==> src/sv/cmcd_pkg.sv <==
// shared types, constants and helper functions for the color match cache
package cmcd_pkg;

  localparam int unsigned SET_COUNT_DEF     = 4096;
  localparam int unsigned PALETTE_DEPTH_DEF = 256;

  localparam int unsigned CHAN_W  = 8;
  localparam int unsigned COLOR_W = 3 * CHAN_W;
  localparam int unsigned TAG_W   = 18;
  localparam int unsigned KEY_W   = 12;
  localparam int unsigned IDX_W   = 8;
  localparam int unsigned ERR_W   = 9;

  typedef enum logic [1:0] {
    REQ_PAL_WRITE = 2'd0,
    REQ_LOOKUP    = 2'd1,
    REQ_FILL      = 2'd2,
    REQ_CLEAR     = 2'd3
  } req_e;

  typedef enum logic [1:0] {
    KIND_INDEX   = 2'd0,
    KIND_SEARCH  = 2'd1,
    KIND_REFUSED = 2'd2
  } kind_e;

  typedef enum logic [2:0] {
    ST_CLEAR,
    ST_IDLE,
    ST_COMPARE,
    ST_ERR_HIT,
    ST_FILL
  } state_e;

  typedef struct packed {
    logic             poison;
    logic [TAG_W-1:0] tag;
    logic [IDX_W-1:0] idx;
  } slot_t;

  typedef struct packed {
    slot_t s1;
    slot_t s0;
  } set_t;

  typedef struct packed {
    logic pal_wr;
    logic lookup_start;
    logic fill_start;
    logic clear_start;
    logic clear_step;
    logic emit_refuse;
    logic emit_hit;
    logic emit_miss;
    logic fill_write;
    logic pal_rd_hit;
    logic err_upd;
  } cmd_t;

  typedef struct packed {
    logic pending;
    logic dither;
    logic hit;
    logic clear_last;
  } status_t;

  function automatic logic [TAG_W-1:0] make_tag(logic [COLOR_W-1:0] c);
    return {c[23:18], c[15:10], c[7:2]};
  endfunction

  function automatic logic [KEY_W-1:0] set_key(logic [COLOR_W-1:0] c);
    return {c[21:18], c[13:10], c[5:2]};
  endfunction

  // add signed error to a channel and clamp to 0..255
  function automatic logic [CHAN_W-1:0] dither_chan(logic [CHAN_W-1:0] c,
                                                    logic signed [ERR_W-1:0] e);
    logic signed [ERR_W:0] s;
    s = $signed({2'b00, c}) + $signed({e[ERR_W-1], e});
    if (s[ERR_W]) begin
      return '0;
    end else if (s[ERR_W-1]) begin
      return '1;
    end else begin
      return s[CHAN_W-1:0];
    end
  endfunction

  // 3*(c - p)/4 truncated toward zero
  function automatic logic signed [ERR_W-1:0] err_of(logic [CHAN_W-1:0] c,
                                                     logic [CHAN_W-1:0] p);
    logic signed [ERR_W-1:0] d;
    logic signed [ERR_W+1:0] t;
    logic signed [ERR_W+1:0] q;
    d = $signed({1'b0, c}) - $signed({1'b0, p});
    t = $signed({d[ERR_W-1], d[ERR_W-1], d}) + $signed({d[ERR_W-1], d, 1'b0});
    if (t[ERR_W+1]) begin
      q = (t + 11'sd3) >>> 2;
    end else begin
      q = t >>> 2;
    end
    return q[ERR_W-1:0];
  endfunction

endpackage

==> src/sv/cmcd_ctrl.sv <==
// sequencing state machine for the color match cache
module cmcd_ctrl (
  input  logic             clk_i,
  input  logic             rst_ni,
  input  logic             start_i,
  input  logic [1:0]       req_type_i,
  input  cmcd_pkg::status_t status_i,
  output cmcd_pkg::cmd_t   cmd_o,
  output logic             busy_o
);
  import cmcd_pkg::*;

  state_e state_q, state_d;

  always_ff @(posedge clk_i or negedge rst_ni) begin
    if (!rst_ni) begin
      state_q <= ST_CLEAR;
    end else begin
      state_q <= state_d;
    end
  end

  assign busy_o = (state_q != ST_IDLE);

  always_comb begin
    state_d = state_q;
    case (state_q)
      ST_CLEAR: begin
        if (status_i.clear_last) state_d = ST_IDLE;
      end
      ST_IDLE: begin
        if (start_i) begin
          case (req_e'(req_type_i))
            REQ_LOOKUP: begin
              if (!status_i.pending) state_d = ST_COMPARE;
            end
            REQ_FILL: begin
              if (status_i.pending) state_d = ST_FILL;
            end
            REQ_CLEAR: state_d = ST_CLEAR;
            default:   state_d = ST_IDLE;
          endcase
        end
      end
      ST_COMPARE: begin
        if (status_i.hit && status_i.dither) begin
          state_d = ST_ERR_HIT;
        end else begin
          state_d = ST_IDLE;
        end
      end
      ST_ERR_HIT: state_d = ST_IDLE;
      ST_FILL:    state_d = ST_IDLE;
      default:    state_d = ST_IDLE;
    endcase
  end

  always_comb begin
    cmd_o = '0;
    case (state_q)
      ST_CLEAR: cmd_o.clear_step = 1'b1;
      ST_IDLE: begin
        if (start_i) begin
          case (req_e'(req_type_i))
            REQ_PAL_WRITE: cmd_o.pal_wr = 1'b1;
            REQ_LOOKUP: begin
              if (status_i.pending) begin
                cmd_o.emit_refuse = 1'b1;
              end else begin
                cmd_o.lookup_start = 1'b1;
              end
            end
            REQ_FILL:  cmd_o.fill_start = status_i.pending;
            REQ_CLEAR: cmd_o.clear_start = 1'b1;
            default:   cmd_o = '0;
          endcase
        end
      end
      ST_COMPARE: begin
        if (status_i.hit) begin
          cmd_o.emit_hit   = 1'b1;
          cmd_o.pal_rd_hit = status_i.dither;
        end else begin
          cmd_o.emit_miss = 1'b1;
        end
      end
      ST_ERR_HIT: cmd_o.err_upd = 1'b1;
      ST_FILL: begin
        cmd_o.fill_write = 1'b1;
        cmd_o.err_upd    = status_i.dither;
      end
      default: cmd_o = '0;
    endcase
  end

endmodule

==> config.mk <==
export PLATFORM = sky130hd
export DESIGN_NAME = cmcd_ctrl
export DESIGN_NICKNAME = d
export VERILOG_FILES = /design/src/sv/cmcd_pkg.sv /design/src/sv/cmcd_ctrl.sv
export SDC_FILE = /design/constraint.sdc
export NUM_CORES = 1
export LEC_CHECK = 0
export ABC_AREA = 1
export BUFFER_PORTS_ARGS = -buffer_cell sky130_fd_sc_hd__buf_2
export CORE_AREA = 2 2 39 41
export DETAILED_ROUTE_END_ITERATION = 16
export DIE_AREA = 0 0 41 43
export SYNTH_ARGS = -nofsm -noshare
export SYNTH_HDL_FRONTEND = slang
export SYNTH_SLANG_ARGS = --single-unit
==> constraint.sdc <==
create_clock -name clk_i -period 1.25 [get_ports clk_i]
set_input_delay 0.1875 -clock clk_i [delete_from_list [all_inputs] [get_ports clk_i]]
set_output_delay 0.1875 -clock clk_i [all_outputs]
set_load 0.1 [all_outputs]
==> qor.csv <==
stage,metric,value,unit
final_layout,fin nets,98,
sta,Slew headroom,0.766,
grt,GRT overflow,0,
final_layout,"non-filler cells, final",104,
sta,fin worst setup slack,-0.322,ns
sta,unrepaired setup endpoints after global routing,yes,
final_layout,ANT cells,0,
synthesis,Synth Register Bits,3,
final_layout,most frequent cells in the layout,"buf_4 (13), buf_12 (12), nand2_1 (8), buf_2 (8)",
synthesis,Synth Instances,49,
hold_path,Hold/Removal Path Class,input port to register,
grt,largest net degree at the start of global routing,6,
pwr,Worst VDD drop,0.00148,V
synthesis,synthesized area,309,um2
floorplanning,die width,41,um
cts,clk buf depth,2,
floorplanning,die area,1760,um2
setup_path,slowest CP cell,dfrtp_1,
outcome,outcome,"finished, violations left",
sta,crit share post-route,1.26,
grt,gr usage total,0.164,
placement,placed inst area,779,um2
drt,Routed wire per std cell,10.8,um
setup_path,signal arrival time at the worst endpoint,1.38,ns
setup_path,Worst path most repeated cell,buf_4,
setup_path,Crit Path Max Fanout,2,
synthesis,count of cell types in the netlist,16,
sta,Final min period,1.57,ns
placement,I/O Buffers,20,
final_layout,largest register by flop count,state_q,
drt,First-pass DRT Iterations,4,
drt,Total Wirelength,1.12,mm
placement,HPWL after DPL,794,um
synthesis,Yosys warning total,0,
cts,TritonCTS Sinks,3,
final_layout,Final Util,0.632,
pwr,power per cell area,1880,nW/um2
drt,Final ANT Viol Nets,0,
final_layout,max reg flops,3,
sta,Worst-Margin Slew,0.347,ns
floorplanning,Rows,14,
grt,initial antenna violation count,0,
floorplanning,Die Y-Extent,43,um
pwr,Pleak,0.399,nW
drt,Via-to-Cell Ratio,4.46,
grt,vias in the first global route,488,
placement,Place WS,-0.161,ns
pwr,switching pwr,922,uW
sta,clock skew,0.00791,ns
pwr,Seq pwr share,0.106,
drt,DR iter-0 viols,4,
sta,f_max,0.636,GHz
sta,Final Hold Viols,0,
floorplanning,I/O pin count,21,
placement,placer congestion estimate,0.786,
synthesis,post-synthesis sequential area ratio,0.243,
pwr,Clk pwr share,0.110,
final_layout,Top Registers,state_q x3,
cts,H-tree levels,1,
cts,TritonCTS Buffers,3,
setup_path,crit path launch type,register,
final_layout,"most common cell after layout, fill and taps aside",buf_4,
floorplanning,Core Box Area,1380,um2
sta,Hold Slack,0.225,ns
sta,max-slew violations,0,
pwr,Comb pwr share,0.784,
floorplanning,initial core utilization,0.223,
setup_path,"slowest stage delay, CP",0.39,ns
grt,first-pass GRT wire length,1.90,mm
cts,clock-pin slew on the worst setup and hold paths,0.03,ns
final_layout,Final Cell Area,875,um2
synthesis,syn avg cell area,6.31,um2
hold_path,Hold Path Stages,2,
setup_path,R2R cell count,8,
drt,detailed-route via count,464,
final_layout,fraction of layout instances using a drive strength above 1,0.727,
pwr,Pint,726,uW
setup_path,worst path cell trace,buf_4 -> buf_4 -> nor2_2 -> a22o_4 -> buf_12,
sta,Final setup viols,14,
cts,"Clk Latency, worst-skew pair",0.25,ns
drt,DRC Markers,0,
placement,placed cells,95,
setup_path,Critical Path End Type,primary output,
setup_path,Required @ worst endpoint,1.06,ns
setup_path,CP Class,register to primary output,
pwr,Pwr Total,1.65,mW
sta,setup TNS,-3.29,ns
cts,TritonCTS clock tree,built,
outcome,failing checks,setup timing,
pwr,Sw Ratio,0.560,
synthesis,syn_nets,58,
final_layout,Area Growth Syn to Fin,183,%
job,max cap viols,0,
cts,CTS root buf,clkbuf_4,
==> critical path, delay by kind of cell, from the launching register on <==
kind                   cells  cell delay (ns)
buffers and inverters      3             0.45
AO/OA/AOI/OAI              1             0.16
flip-flops                 1             0.39
AND/OR/NAND/NOR            1             0.14
==> power by group through the flow <==
stage	Sequential, mW	Combinational [mW]	Clock (mW)
finish	0.175	1.29	0.182
global placement	0.158	1.15	0
global route	0.177	1.36	0.186
CTS	0.163	1.24	0.179
detailed placement	0.157	1.15	0
floorplan	0.154	0.765	0
==> what timing repair did <==
item                                    in CTS  in global routing
buffers inserted                             4                  0
pin swaps                                    4                  2
hold buffers                                 1                  0
gates resized for setup                      5                  6
endpoints found under the setup margin      14                 14
hold endpoints to repair                     3                  0
==> synth_stat cells <==
master    instances  area, um2
nand3_1           1       5.00
nor4_1            3       18.8
inv_2             2       7.51
inv_1            10       37.5
nor3_1            4       20.0
nand2_1           9       33.8
nor2_1            8       30.0
nor2_2            2       12.5
nand4_1           1       6.26
nand3_4           1       17.5
nor2_4            1       11.3
a22o_2            1       10.0
nand3b_1          1       7.51
nand3_2           1       10.0
nand2_2           1       6.26
dfrtp_1           3       75.1
==> routing by layer <==
layer  share of wire  vias to the layer above  track usage
li1                -                      235            -
met1            0.37                      208        0.179
met2            0.56                       19        0.266
met3           0.054                        2       0.0314
met4           0.019                        0        0.113
met5               0                        -            0
==> worst paths after layout <==
kind / end / start / slack, ns
setup / recovery: cmd_o[0] / state_q[2]$_DFFE_PN0P_ / -0.32
hold / removal: state_q[2]$_DFFE_PN0P_ / req_type_i[0] / 0.22
setup reg to reg: state_q[0]$_DFFE_PN0P_ / state_q[0]$_DFFE_PN0P_ / -0.04
hold reg to reg: state_q[0]$_DFFE_PN0P_ / state_q[0]$_DFFE_PN0P_ / 0.61
max in group asynchronous: state_q[0]$_DFFE_PN0P_ / rst_ni / 0.85
min in group asynchronous: state_q[0]$_DFFE_PN0P_ / rst_ni / 0.28
==> layout make-up <==
cell class                 count  area [um2]
tap                           16        20.0
inverter                      12        45.0
timing repair buffer          35         399
multi-input combinational     34         308
sequential                     3        76.3
fill                         108         509
clock buffer                   4        26.3
==> cell families (layout without fill, tap and decap cells) <==
logic type | count (synthesis) | count (layout) | share of synthesized area
flops | 3 | 3 | 0.243
simple gates | 33 | 33 | 0.579
compound gates | 1 | 1 | 0.0324
buf+inv | 12 | 51 | 0.146
(Power assumes the default switching activity.)
